===== config.mk =====
export PLATFORM = sky130hd
export DESIGN_NAME = brurs_cell
export DESIGN_NICKNAME = d
export VERILOG_FILES = /design/src/hw/rtl/brurs_pkg.sv /design/src/hw/rtl/brurs_cell.sv
export SDC_FILE = /design/constraint.sdc
export NUM_CORES = 1
export LEC_CHECK = 0
export ABC_AREA = 1
export BUFFER_PORTS_ARGS = -buffer_cell sky130_fd_sc_hd__buf_2
export CAP_MARGIN = 20
export CORE_MARGIN = 3
export CORE_UTILIZATION = 30
export CTS_CLUSTER_DIAMETER = 50
export CTS_CLUSTER_SIZE = 24
export DETAILED_ROUTE_END_ITERATION = 16
export GPL_ROUTABILITY_DRIVEN = 0
export PLACE_DENSITY = 0.48
export SETUP_SLACK_MARGIN = 0.15
export SLEW_MARGIN = 40
export SYNTH_ARGS = -nofsm -noshare
export SYNTH_HDL_FRONTEND = slang
export SYNTH_SLANG_ARGS = --single-unit

===== constraint.sdc =====
create_clock -name clk -period 0.8 [get_ports clk]
set_input_delay 0.16 -clock clk [delete_from_list [all_inputs] [get_ports clk]]
set_output_delay 0.16 -clock clk [all_outputs]
set_load 0.005 [all_outputs]

===== src/hw/rtl/brurs_pkg.sv =====
package brurs_pkg;

    localparam int unsigned WORD_W    = 64;
    localparam int unsigned NUM_CELLS = WORD_W;
    localparam int unsigned CNT_W     = $clog2(WORD_W);
    localparam int unsigned IDX_W     = 2;

    localparam logic [WORD_W-1:0] ALL_ONES = {WORD_W{1'b1}};
    localparam logic [CNT_W-1:0]  CNT_LAST = CNT_W'(WORD_W - 1);

    // register indexes of the configuration port
    localparam logic [IDX_W-1:0] REG_LOWER = IDX_W'(0);
    localparam logic [IDX_W-1:0] REG_UPPER = IDX_W'(1);

    typedef enum logic [1:0] {
        LIM_IDLE,
        LIM_SPAN,
        LIM_DIV,
        LIM_DONE
    } lim_state_t;

    // one slot of the division chain
    typedef struct packed {
        logic              valid;
        logic [WORD_W-1:0] rem;
        logic [WORD_W-1:0] bits;
    } stage_t;

    // derived range settings handed to the datapath
    typedef struct packed {
        logic              busy;
        logic [WORD_W-1:0] lower;
        logic [WORD_W-1:0] span;
        logic [WORD_W-1:0] limit;
    } lim_stat_t;

    // one restoring division step; a zero divisor degrades to a plain shift
    function automatic logic [WORD_W-1:0] div_step(
        input logic [WORD_W-1:0] rem,
        input logic              din,
        input logic [WORD_W-1:0] divisor
    );
        logic [WORD_W:0] shifted;
        shifted = {rem, din};
        if (shifted >= {1'b0, divisor})
        begin
            shifted = shifted - {1'b0, divisor};
        end
        return shifted[WORD_W-1:0];
    endfunction

endpackage


===== src/hw/rtl/brurs_cell.sv =====
module brurs_cell (
    input  logic                         clk,
    input  logic                         rst_n,
    input  logic                         en,
    input  logic [brurs_pkg::WORD_W-1:0] divisor,
    input  brurs_pkg::stage_t            prev,
    output brurs_pkg::stage_t            curr
);
    import brurs_pkg::*;

    logic              valid_reg;
    logic [WORD_W-1:0] rem_reg;
    logic [WORD_W-1:0] bits_reg;

    // control bit
    always_ff @(posedge clk or negedge rst_n)
    begin
        if (!rst_n)
        begin
            valid_reg <= 1'b0;
        end
        else if (en)
        begin
            valid_reg <= prev.valid;
        end
    end

    // remainder step, dividend bits move up one place
    always_ff @(posedge clk)
    begin
        if (en)
        begin
            rem_reg  <= div_step(prev.rem, prev.bits[WORD_W-1], divisor);
            bits_reg <= {prev.bits[WORD_W-2:0], 1'b0};
        end
    end

    assign curr.valid = valid_reg;
    assign curr.rem   = rem_reg;
    assign curr.bits  = bits_reg;

endmodule


* Word-level counts from Yosys, hierarchy flattened
Cells that the tools add are included.
** Storage, ports and cells
- Flip-flop bits (word level) :: 128
- Bits in latches :: 0
- Memory bits (writable) :: 0
- ROM bits :: 0
- Logic and storage cells :: 6
- Memories kept :: 0
** Operators by class
- Add/subtract/negate cells :: 1
- Multiply operators :: 0
- Div/mod/pow operators :: 0
- Magnitude comparators :: 1
- Eq/ne operators :: 0
- Shift-type cells :: 0
- Multiplexer cells :: 1
- Bitwise gates (word level) :: 0
- Reduce and logical (&&, ||, !) cells :: 0
** Operators by type and width (count)
- $ge A65 B64 Y1 :: 1
- $mux W64 :: 1
- $sub A64 B64 Y64 :: 1

* Longest topological paths before layout
Gate-level depths: netlist (run 1).
- Depth in word-level cells :: 2
- Gate-level depth with buffers :: 18

* Worst setup path after synthesis (run 1)
OpenSTA, ideal clock, no wires.
- Path kind :: input port to flip-flop
- From :: input port divisor[31] (netlist bit)
- To :: register rem_reg[48] (data pin)
- Setup time :: 253 ps
- Arrival time :: 1788 ps
- Slack :: -1241 ps
- Stages :: 15
- Buffers on the path :: 2
- Path through :: inv_1 > ha_1 > nand2_1 > nor2_2 > nand2_1 > nor2_2 > and2_2 > nand3_2 > nor2_4 > nor2_4 > nand2_4 > buf_12 > buf_12 > nand3_1 > nand2_1
** Between the ends
- Longest elaborated chain between the ends :: 2
- Elaborated cells on any way between the ends :: 3
- Those cells by class :: add/sub: 1; order compare: 1; mux: 1
** Ends and longest elaborated chain
- from (decl) :: line brurs_cell.sv:5 : input logic [brurs_pkg::WORD_W-1:0] divisor,
- $sub A64 B64 Y64 / $ge A65 B64 Y1 (equally long branches) :: line brurs_pkg.sv:47, brurs_pkg.sv:45
- $mux W64 (*) :: line brurs_pkg.sv:45 : if (shifted >= {1'b0, divisor})
- to (signal assigned) :: line brurs_cell.sv:33 : rem_reg <= div_step(prev.rem, prev.bits[WORD_W-1], divisor);
- to (decl) :: line brurs_cell.sv:12 : logic [WORD_W-1:0] rem_reg;
Every way passes the cells marked *; elsewhere a longest branch is shown, timed or not.
A chain may end at the register's enable or synchronous reset.

* Final worst setup path (run 1)
- From :: input port divisor[35] (netlist bit)
- To :: register rem_reg[51] (data pin)
Same word-level chain as after synthesis.

==> impl_metrics.csv, run 1 <==
group,metric,value,unit
final_layout,regArea,0.00384,mm2
floorplanning,num_io_pins,325,
final_layout,fin_util,53.1,%
drt,postRouteAntennaNets,0,
power,p_leak,0.0102,uW
worst_setup_path,cp-start-kind,"primary input",
sta,fmax,535,MHz
worst_setup_path,worstSetupEndpointType,"register",
sta,setup_viol,192,
final_layout,fillers,3552,
hold_path,hp-class,"primary input to register",
global_routing,grt_pass1_wl,71.4,mm
cts,clk_latency,440,ps
yosys,ys_async_sr_fraction,0.781,%
worst_setup_path,rr_startpoint,"valid_reg",
final_layout,syn2layout_area_growth,72.3,%
final_layout,drive_above_1_share,44.1,%
yosys,syn_area,0.0111,mm2
drt,drc,0,
sta,clock_skew,0,ps
final_layout,final_nets,2661,
global_routing,grtUsageTotal,23.8,%
yosys,synth_edf_count,127,
hold_path,hold_start,"prev[128]",
sta,holdWs,-36.5,ps
yosys,ys_warn_count,0,
job,drv_cap,0,
yosys,syn-num-nets,1963,
yosys,yosysTopAreaCell,"edfxtp_1",
floorplanning,placementRows,69,
sta,min_period,1870,ps
floorplanning,die_area,0.0394,mm2
yosys,synth_cell_type_count,37,
worst_setup_path,reg2reg_slack,60,ps
yosys,synth.most_common_cell,"nand2_1",
drt,detail_route.iter0.violations,729,
run_status,violations,"negative hold slack, negative setup slack",
worst_setup_path,crit_buf_inv,6,
cts,clkSlewWorstSetupHoldPaths,60,ps
worst_setup_path,critPathTopFamily,"simple AND/OR/NAND/NOR gates",
hold_path,hold_path_end,"valid_reg",
global_routing,grt_pass1_vias,13000,
worst_setup_path,cp.required,1000,ps
yosys,yosys-top-cells-count,"702 x nand2_1, 388 x inv_1, 127 x edfxtp_1",
yosys,ys.flop_type,"edfxtp_1",
floorplanning,die_w,199,um
worst_setup_path,reg2reg_depth,1,
worst_setup_path,arrival,2070,ps
worst_setup_path,cpPeakStageDelay,220,ps
drt,wire_per_inst,16.8,um
placed_design,hpwl,37.7,mm
floorplanning,fp.dieH,199,um
worst_setup_path,r2r-end,"valid_reg",
cts,clock_path_buffers,2,
drt,viasPerCell,4.47,
worst_setup_path,crit_type,"primary input to register",
worst_setup_path,path_max_fanout,6,
sta,hold_violations,1,
yosys,ys_seq_area_share,34.5,%
floorplanning,initial_core_util,30.8,%
floorplanning,coreArea,0.0361,mm2
cts,htreeDepth,4,
worst_setup_path,crit_path_frequent_cell,"nand2_2",
hold_path,min_path_cells,2,
power,total_power,28500,uW
worst_setup_path,crit_slowest_cell,"ha_4",
run_status,outcome,"complete, but fails checks",
final_layout,multi_input_area,0.00754,mm2
yosys,syn_area_per_cell,6.54,um2
yosys,synth_top_area_share,34.3,%
final_layout,largest_reg_flops,64,
power,ir_drop,1.37,mV
yosys,synth-seq-cells,128,
global_routing,grt_antenna_before_repair,6,
drt,drt-pass1-iter-count,6,
cts,cts_sinks,128,
worst_setup_path,crit_chain,"buf_2, inv_2, ha_4, nand2_4, inv_1, nand2_2, nand2_2, nand2_1, nand2_1, nand2_1, nand2_2, nand2_2, nand2_2, nor2_4, nand2_4, buf_12, buf_12, buf_12, nand3_2, nand2_1",
drt,routed_wl,48.3,mm
global_routing,grt_start_max_net_pins,46,
yosys,synth_area_leaders,"edfxtp_1 34%, nand2_1 24%, inv_1 13%",
yosys,synth_cells,1702,
sta,finalCritPeriodShare,234,%
sta,rsz0062_at_grt,"yes",
sta,slew_violations,0,
cts,cts_tree,"built",
drt,vias,12900,
sta,setup_ws,-1070,ps
power,powerDensity,1490,mW/mm2
placed_design,io_buffers,323,
cts,root_buffer,"clkbuf_16",
cts,cts_buffers,17,
global_routing,grt_overflow,0,
placed cells by master (no fill, tap or decap), types with 4 or more instances in the layout:
cell / count
nor3_2: 4
nand2_1: 554
nor2_1: 66
buf_12: 14
nor2_4: 21
inv_4: 4
and3_1: 4
a21oi_2: 9
nor3_1: 7
edfxtp_1: 127
a21oi_1: 31
dlygate4sd3_1: 65
nand2_4: 39
ha_4: 63
buf_2: 306
buf_6: 28
nand3b_1: 15
nand3_4: 14
nor2_2: 27
buf_16: 6
clkbuf_16: 19
nand4_1: 7
o21ai_0: 4
nand2_2: 115
nand3_1: 97
xor2_1: 29
buf_4: 276
inv_1: 333
inv_2: 57
nand3_2: 33
stage by stage:
step	setup TNS [ps]	worst slack (ps)	instances	cell area, um2
after floorplan	-68120	-1080	1702	11900
after global placement	-128990	-1720	2716	16000
after detailed placement	-129860	-1730	2716	16000
after CTS	-101250	-1010	2860	18600
after global routing	-112300	-1160	2876	19200
final	-102110	-1070	2877	19200
kinds of logic (layout without fill, tap and decap cells):
logic type      after synthesis  after routing  synth area share [%]
buf+inv                     415           1126                  14.7
fa+ha+maj                    65             65                  7.38
flops                       128            128                  34.5
compound gates               48             48                  2.23
xor+xnor                     31             31                  2.44
mux                           1              1                 0.101
other cells                   1              4                0.0337
simple gates               1013           1013                  38.6
worst max-delay path by stage:
| stage | from | endpoint | cells after the start |
|---|---|---|---|
| after floorplan | prev[123] | rem_reg[49] | 13 |
| after global placement | divisor[48] | rem_reg[38] | 15 |
| after detailed placement | divisor[48] | rem_reg[22] | 16 |
| after CTS | prev[123] | rem_reg[63] | 15 |
| after global routing | divisor[62] | rem_reg[49] | 16 |
| final | divisor[35] | rem_reg[51] | 20 |
power by group:
group	total (uW)	switching (uW)	internal [uW]
combinational	11500	6090	5440
sequential	8580	217	8360
clock	8380	3440	4940
layer usage:
| layer | share of wire, % | global-route usage (%) |
|---|---|---|
| met5 | 0.027 | 0 |
| met4 | 2.5 | 7.29 |
| met3 | 6.7 | 3.66 |
| met2 | 46 | 40.4 |
| met1 | 44 | 31.3 |
area by class of cell:
type | count | area share (%)
Sequential cell | 128 | 20.0
Clock buffer | 17 | 2.22
Inverter | 394 | 7.77
Antenna cell | 3 | 0.0392
Multi-Input combinational cell | 1159 | 39.3
Timing Repair Buffer | 700 | 26.7
Tap cell | 461 | 3.01
Clock inverter | 15 | 0.959
timing repair:
item,in CTS,in global routing
pin swaps,32,48
gates cloned,6,3
endpoints found under the hold margin,67,2
buffers inserted,42,10
endpoints found under the setup margin,193,193
resized for setup,243,136
hold buffers,64,1
Note: power is estimated with default switching activity, not from simulation.
==> run 2: changes to the inputs <==
==> constraint.sdc (replaced) <==
create_clock -name clk -period 0.8 [get_ports clk]
set_input_delay 0.08 -clock clk [delete_from_list [all_inputs] [get_ports clk]]
set_output_delay 0.08 -clock clk [all_outputs]
set_load 0.005 [all_outputs]
==> run 2 against run 1 <==
Effect of this change: the run still ends with negative hold slack, negative setup slack left; sequential power about the same; worst setup slack gained 140 ps; sequential share of layout area up 0.97 points; critical endpoint is now rem_reg[20].
==> impl_metrics.csv, run 2 (synthesized netlist as in run 1, its figures left out) <==
group,metric,value,unit
run_status,outcome,"complete, but fails checks",
run_status,violations,"negative hold slack, negative setup slack",
global_routing,grt_pass1_wl,69.3,mm
drt,drt-pass1-iter-count,6,
sta,min_period,1730,ps
placed_design,place_area,0.0160,mm2
sta,rsz0062_at_grt,"yes",
global_routing,grt_antenna_before_repair,6,
cts,root_buffer,"clkbuf_16",
sta,fmax,577,MHz
global_routing,grt_pass1_vias,12700,
worst_setup_path,arrival,1940,ps
worst_setup_path,crit_path_frequent_cell,"nand2_2",
drt,vias,12700,
worst_setup_path,crit_type,"primary input to register",
worst_setup_path,path_max_fanout,7,
worst_setup_path,crit_chain,"buf_2, inv_2, ha_4, nand2_4, nor2_4, buf_6, buf_6, nand2_2, nand2_2, inv_2, nand2_2, nand2_2, nand2_2, nor2_4, nand2_8, buf_12, clkbuf_16, nand2_1, nand2_1",
power,p_int,17600,uW
floorplanning,coreArea,0.0361,mm2
sta,clock_skew,0,ps
cts,cts_sinks,128,
final_layout,final_nets,2629,
drt,wire_per_inst,16.4,um
cts,htreeDepth,4,
power,p_seq_share,31.8,%
floorplanning,die_w,199,um
sta,hold_violations,37,
final_layout,multi_input_area,0.00716,mm2
final_layout,mostFrequentLayoutCell,"nand2_1",
final_layout,drive_above_1_share,40.5,%
power,combPwrFrac,39.3,%
cts,cts_buffers,17,
sta,setup_viol,192,
final_layout,final_area,0.0183,mm2
drt,viasPerCell,4.47,
drt,drc,0,
final_layout,fillers,3685,
cts,clock_path_buffers,2,
floorplanning,die_area,0.0394,mm2
final_layout,final_cell_mix,"596 x nand2_1, 339 x inv_1, 315 x buf_2, 253 x buf_4, 127 x edfxtp_1",
final_layout,regArea,0.00384,mm2
job,drv_cap,0,
final_layout,syn2layout_area_growth,64.4,%
power,ir_drop,1.56,mV
worst_setup_path,crit_slowest_cell,"nor2_4",
worst_setup_path,cp-start-kind,"primary input",
cts,clk_latency,440,ps
floorplanning,fp.dieH,199,um
power,clock_power_share,28.9,%
drt,postRouteAntennaNets,0,
sta,fin_setup_tns,-85560,ps
sta,holdWs,-27.8,ps
sta,finalCritPeriodShare,217,%
cts,hold_buffers,74,
hold_path,hp-class,"primary input to register",
power,powerDensity,1470,mW/mm2
floorplanning,initial_core_util,30.8,%
global_routing,grt_start_max_net_pins,46,
final_layout,largest_reg_flops,64,
sta,slew_violations,0,
power,switching_share,34.7,%
global_routing,grt_overflow,0,
cts,clkSlewWorstSetupHoldPaths,70,ps
cts,cts_tree,"built",
sta,setup_ws,-933,ps
placed_design,hpwl,37.8,mm
drt,detail_route.iter0.violations,701,
worst_setup_path,cp.required,1010,ps
floorplanning,num_io_pins,325,
worst_setup_path,critPathTopFamily,"simple AND/OR/NAND/NOR gates",
placed_design,io_buffers,323,
power,p_leak,0.00987,uW
drt,routed_wl,46.5,mm
worst_setup_path,crit_buf_inv,7,
power,p_sw,9340,uW
global_routing,grtUsageTotal,23.2,%
floorplanning,placementRows,69,
worst_setup_path,worstSetupEndpointType,"register",
worst_setup_path,cpPeakStageDelay,240,ps
==> run 2: layer usage <==
| metal | global-route usage (%) | vias to the layer above | part of all wire [%] |
|---|---|---|---|
| li1 | - | 6508 | - |
| met3 | 4.03 | 64 | 6.9 |
| met5 | 0 | - | 0.088 |
| met4 | 6.61 | 6 | 2.4 |
| met2 | 38.9 | 419 | 45 |
| met1 | 30.8 | 5699 | 45 |
==> run 2: path summary, 6_finish.rpt <==
kind	start	cells past startpoint	endpoint	slack, ps
worst max-delay path	divisor[48]	19	rem_reg[20]	-930
worst min-delay path	prev[68]	3	rem_reg[5]	-30
worst max register to register	valid_reg	1	valid_reg	60
worst min register to register	valid_reg	1	valid_reg	510
max in group asynchronous	rst_n	3	valid_reg	230
min in group asynchronous	rst_n	3	valid_reg	470
==> run 2: what timing repair did <==
item,in CTS,in global routing
pin swaps,31,34
endpoints found under the hold margin,120,23
resized for setup,125,126
buffers inserted,13,5
setup endpoints to repair,193,193
cloned,1,1
==> run 2: through the flow <==
stage / hold slack [ps] / total power, uW / worst slack (ps) / util, % / std cells
floorplan: -216 / 13400 / -1000 / - / 1702
global route: -41.1 / 28700 / -1010 / 50.7 / 2843
global placement: -139 / 18000 / -1640 / 44.3 / 2716
finish: -27.8 / 26900 / -933 / 50.7 / 2843
detailed placement: -140 / 18100 / -1670 / 44.3 / 2716
CTS: -52.4 / 26800 / -921 / 49.5 / 2836
==> run 2: power groups by stage <==
stage / Clock (uW) / Sequential [uW] / Combinational, uW
after floorplan: 0 / 8810 / 4580
after global placement: 0 / 8710 / 9340
after detailed placement: 0 / 8710 / 9380
after CTS: 8030 / 8580 / 10200
after global routing: 8340 / 8650 / 11700
final: 7780 / 8580 / 10600
==> run 2: final cells by class <==
type / count / share of cell area, %
clock inverter: 15 / 0.739
tap: 461 / 3.15
sequential: 128 / 21.0
antenna: 1 / 0.0137
clock buffer: 17 / 2.33
inverter: 394 / 8.13
multi-input combinational: 1159 / 39.1
timing repair buffer: 668 / 25.5
==> run 3: changes to the inputs <==
Settings changed: ABC_AREA 1 to 0, PLACE_DENSITY 0.48 to 0.5, SKIP_CTS_REPAIR_TIMING from default to 1.
==> run 3 against run 2 <==
Effect of this change: global-route usage down 3.8 points; critical endpoint is now rem_reg[48]; fmax decreased by 30%; critical path depth fell by 4; first-iteration DRC count decreased by 38%; synthesized cell count down 45%; the run still ends with negative hold slack, negative setup slack left; final cell count is 30% lower; via count down 27%; power is 2.1% lower.
==> impl_metrics.csv, run 3 <==
group,metric,value,unit
global_routing,grt_pass1_vias,8949,
global_routing,grtUsageTotal,19.3,%
yosys,ys_warn_count,0,
yosys,synth_area_leaders,"edfxtp_1 44%, ha_1 9.2%, a21oi_1 7.3%",
sta,min_period,2480,ps
drt,detail_route.iter0.violations,432,
yosys,synthMuxAreaShare,0.430,%
sta,fin_setup_tns,-121300,ps
yosys,synth_compound_gate_area_share,20.1,%
worst_setup_path,crit_buf_inv,4,
floorplanning,die_w,177,um
final_layout,drive_above_1_share,49.7,%
final_layout,largest_reg_flops,64,
power,total_power,26400,uW
final_layout,mostFrequentLayoutCell,"buf_2",
yosys,synthXorXnorAreaFrac,5.92,%
cts,cts_buffers,17,
global_routing,grt_antenna_before_repair,7,
cts,clk_latency,420,ps
drt,postRouteAntennaNets,0,
worst_setup_path,rr_startpoint,"valid_reg",
global_routing,grt_pass1_wl,47.2,mm
worst_setup_path,path_max_fanout,3,
placed_design,io_buffers,323,
drt,drc,0,
worst_setup_path,reg2reg_slack,60,ps
drt,routed_wl,33.3,mm
cts,root_buffer,"clkbuf_16",
yosys,ys.flop_type,"edfxtp_1",
yosys,synth.most_common_cell,"a21oi_1",
drt,drt-pass1-iter-count,5,
job,drv_cap,0,
cts,htreeDepth,4,
floorplanning,die_area,0.0312,mm2
worst_setup_path,cpPeakStageDelay,370,ps
power,p_leak,0.00703,uW
yosys,ys_seq_area_share,44.0,%
yosys,synth_edf_count,127,
power,powerDensity,1730,mW/mm2
drt,wire_per_inst,16.8,um
hold_path,hold_start,"prev[128]",
yosys,synth-simple-area-share,13.9,%
global_routing,grt_overflow,0,
cts,cts_sinks,128,
floorplanning,placementRows,61,
sta,clock_skew,0,ps
floorplanning,coreArea,0.0282,mm2
yosys,synth_cells,933,
floorplanning,initial_core_util,30.9,%
worst_setup_path,crit_type,"primary input to register",
run_status,outcome,"complete, but fails checks",
yosys,synth_fa_ha_area_share,9.41,%
sta,slew_violations,0,
worst_setup_path,critPathTopFamily,"compound AO/OA/AOI/OAI gates",
yosys,yosysTopAreaCell,"edfxtp_1",
yosys,syn_area_per_cell,9.35,um2
worst_setup_path,crit_chain,"buf_12, inv_12, ha_4, inv_2, fa_2, a21o_1, a221o_2, o21ai_4, o211ai_2, a31oi_2, o31a_1, o31a_1, buf_4, xor2_1, a21oi_1",
final_layout,fillers,2596,
yosys,synth-seq-cells,128,
worst_setup_path,crit_path_frequent_cell,"o31a_1",
sta,finalCritPeriodShare,310,%
sta,holdWs,-101,ps
hold_path,hp-class,"primary input to register",
floorplanning,fp.dieH,177,um
global_routing,grt_start_max_net_pins,54,
sta,setup_ws,-1680,ps
yosys,synth_cell_type_count,70,
final_layout,final_cell_mix,"315 x buf_2, 258 x buf_4, 127 x edfxtp_1, 106 x a21oi_1, 89 x nor2_1",
worst_setup_path,arrival,2670,ps
final_layout,final_nets,1847,
sta,hold_violations,12,
yosys,syn_area,0.00872,mm2
worst_setup_path,cp-start-kind,"primary input",
worst_setup_path,worstSetupEndpointType,"register",
worst_setup_path,crit_slowest_cell,"a221o_2",
yosys,yosys-top-cells-count,"128 x a21oi_1, 127 x edfxtp_1, 96 x nor2_1",
yosys,syn-num-nets,1194,
final_layout,syn2layout_area_growth,74.7,%
worst_setup_path,cp.required,980,ps
sta,fmax,403,MHz
final_layout,fin_util,54.0,%
sta,rsz0062_at_grt,"yes",
cts,clkSlewWorstSetupHoldPaths,70,ps
run_status,violations,"negative hold slack, negative setup slack",
placed_design,hpwl,25.4,mm
cts,cts_tree,"built",
sta,setup_viol,192,
worst_setup_path,cp-startpoint,"prev[63]",
cts,clock_path_buffers,2,
placed_design,place_area,0.0127,mm2
yosys,synth_top_family_by_area,"compound AO/OA/AOI/OAI gates",
yosys,synth_top_area_share,43.7,%
drt,viasPerCell,4.69,
yosys,ys_async_sr_fraction,0.781,%
floorplanning,num_io_pins,325,
power,ir_drop,1.30,mV
final_layout,final_area,0.0152,mm2
drt,vias,9280,
==> run 3: cell families after synthesis <==
logic type	after synthesis
and+or+nand+nor	261
other	1
xor gates and xnor gates	59
buffers and inverters	130
adders and majority gates	65
DFF	128
muxes	3
AOI/OAI and AO/OA	286
==> run 3: layout make-up <==
class                           count  area, um2  share of cell area (%)
Multi-Input combinational cell    677       5180                    34.0
Sequential cell                   128       3840                    25.2
Timing Repair Buffer              678       4780                    31.4
Clock inverter                     14        203                    1.33
Clock buffer                       18        429                    2.82
Antenna cell                        3       7.51                  0.0493
Tap cell                          378        473                    3.10
Inverter                           84        333                    2.18
==> run 3: power breakdown <==
part / leakage [uW] / total [uW] / internal [uW] / switching (uW)
logic: 0.00546 / 9010 / 4740 / 4270
registers: 0.00126 / 8620 / 8400 / 222
clock network: 0.000312 / 8740 / 5300 / 3450
==> run 3: per-layer routing <==
| layer | global-route usage [%] | vias up | part of all wire, % |
|---|---|---|---|
| li1 | - | 4676 | - |
| met1 | 23.8 | 4294 | 43 |
| met5 | 0 | - | 0.15 |
| met3 | 5.51 | 23 | 6.7 |
| met4 | 4.09 | 8 | 0.71 |
| met2 | 33.8 | 279 | 50 |
==> run 3: worst paths after layout <==
path,to,cells past startpoint
worst max-delay path,rem_reg[48],15
worst min-delay path,valid_reg,2
worst max register to register,valid_reg,1
worst min register to register,valid_reg,1
max in group asynchronous,valid_reg,3
min in group asynchronous,valid_reg,3
==> run 3: per-stage QoR <==
step | worst slack [ps] | hold WS, ps | std cells
final | -1680 | -101 | 1980
after global routing | -1830 | -128 | 1980
after CTS | -1920 | -596 | 1879
after detailed placement | -2340 | -143 | 1847
after global placement | -2280 | -146 | 1847
after floorplan | -1850 | -216 | 933
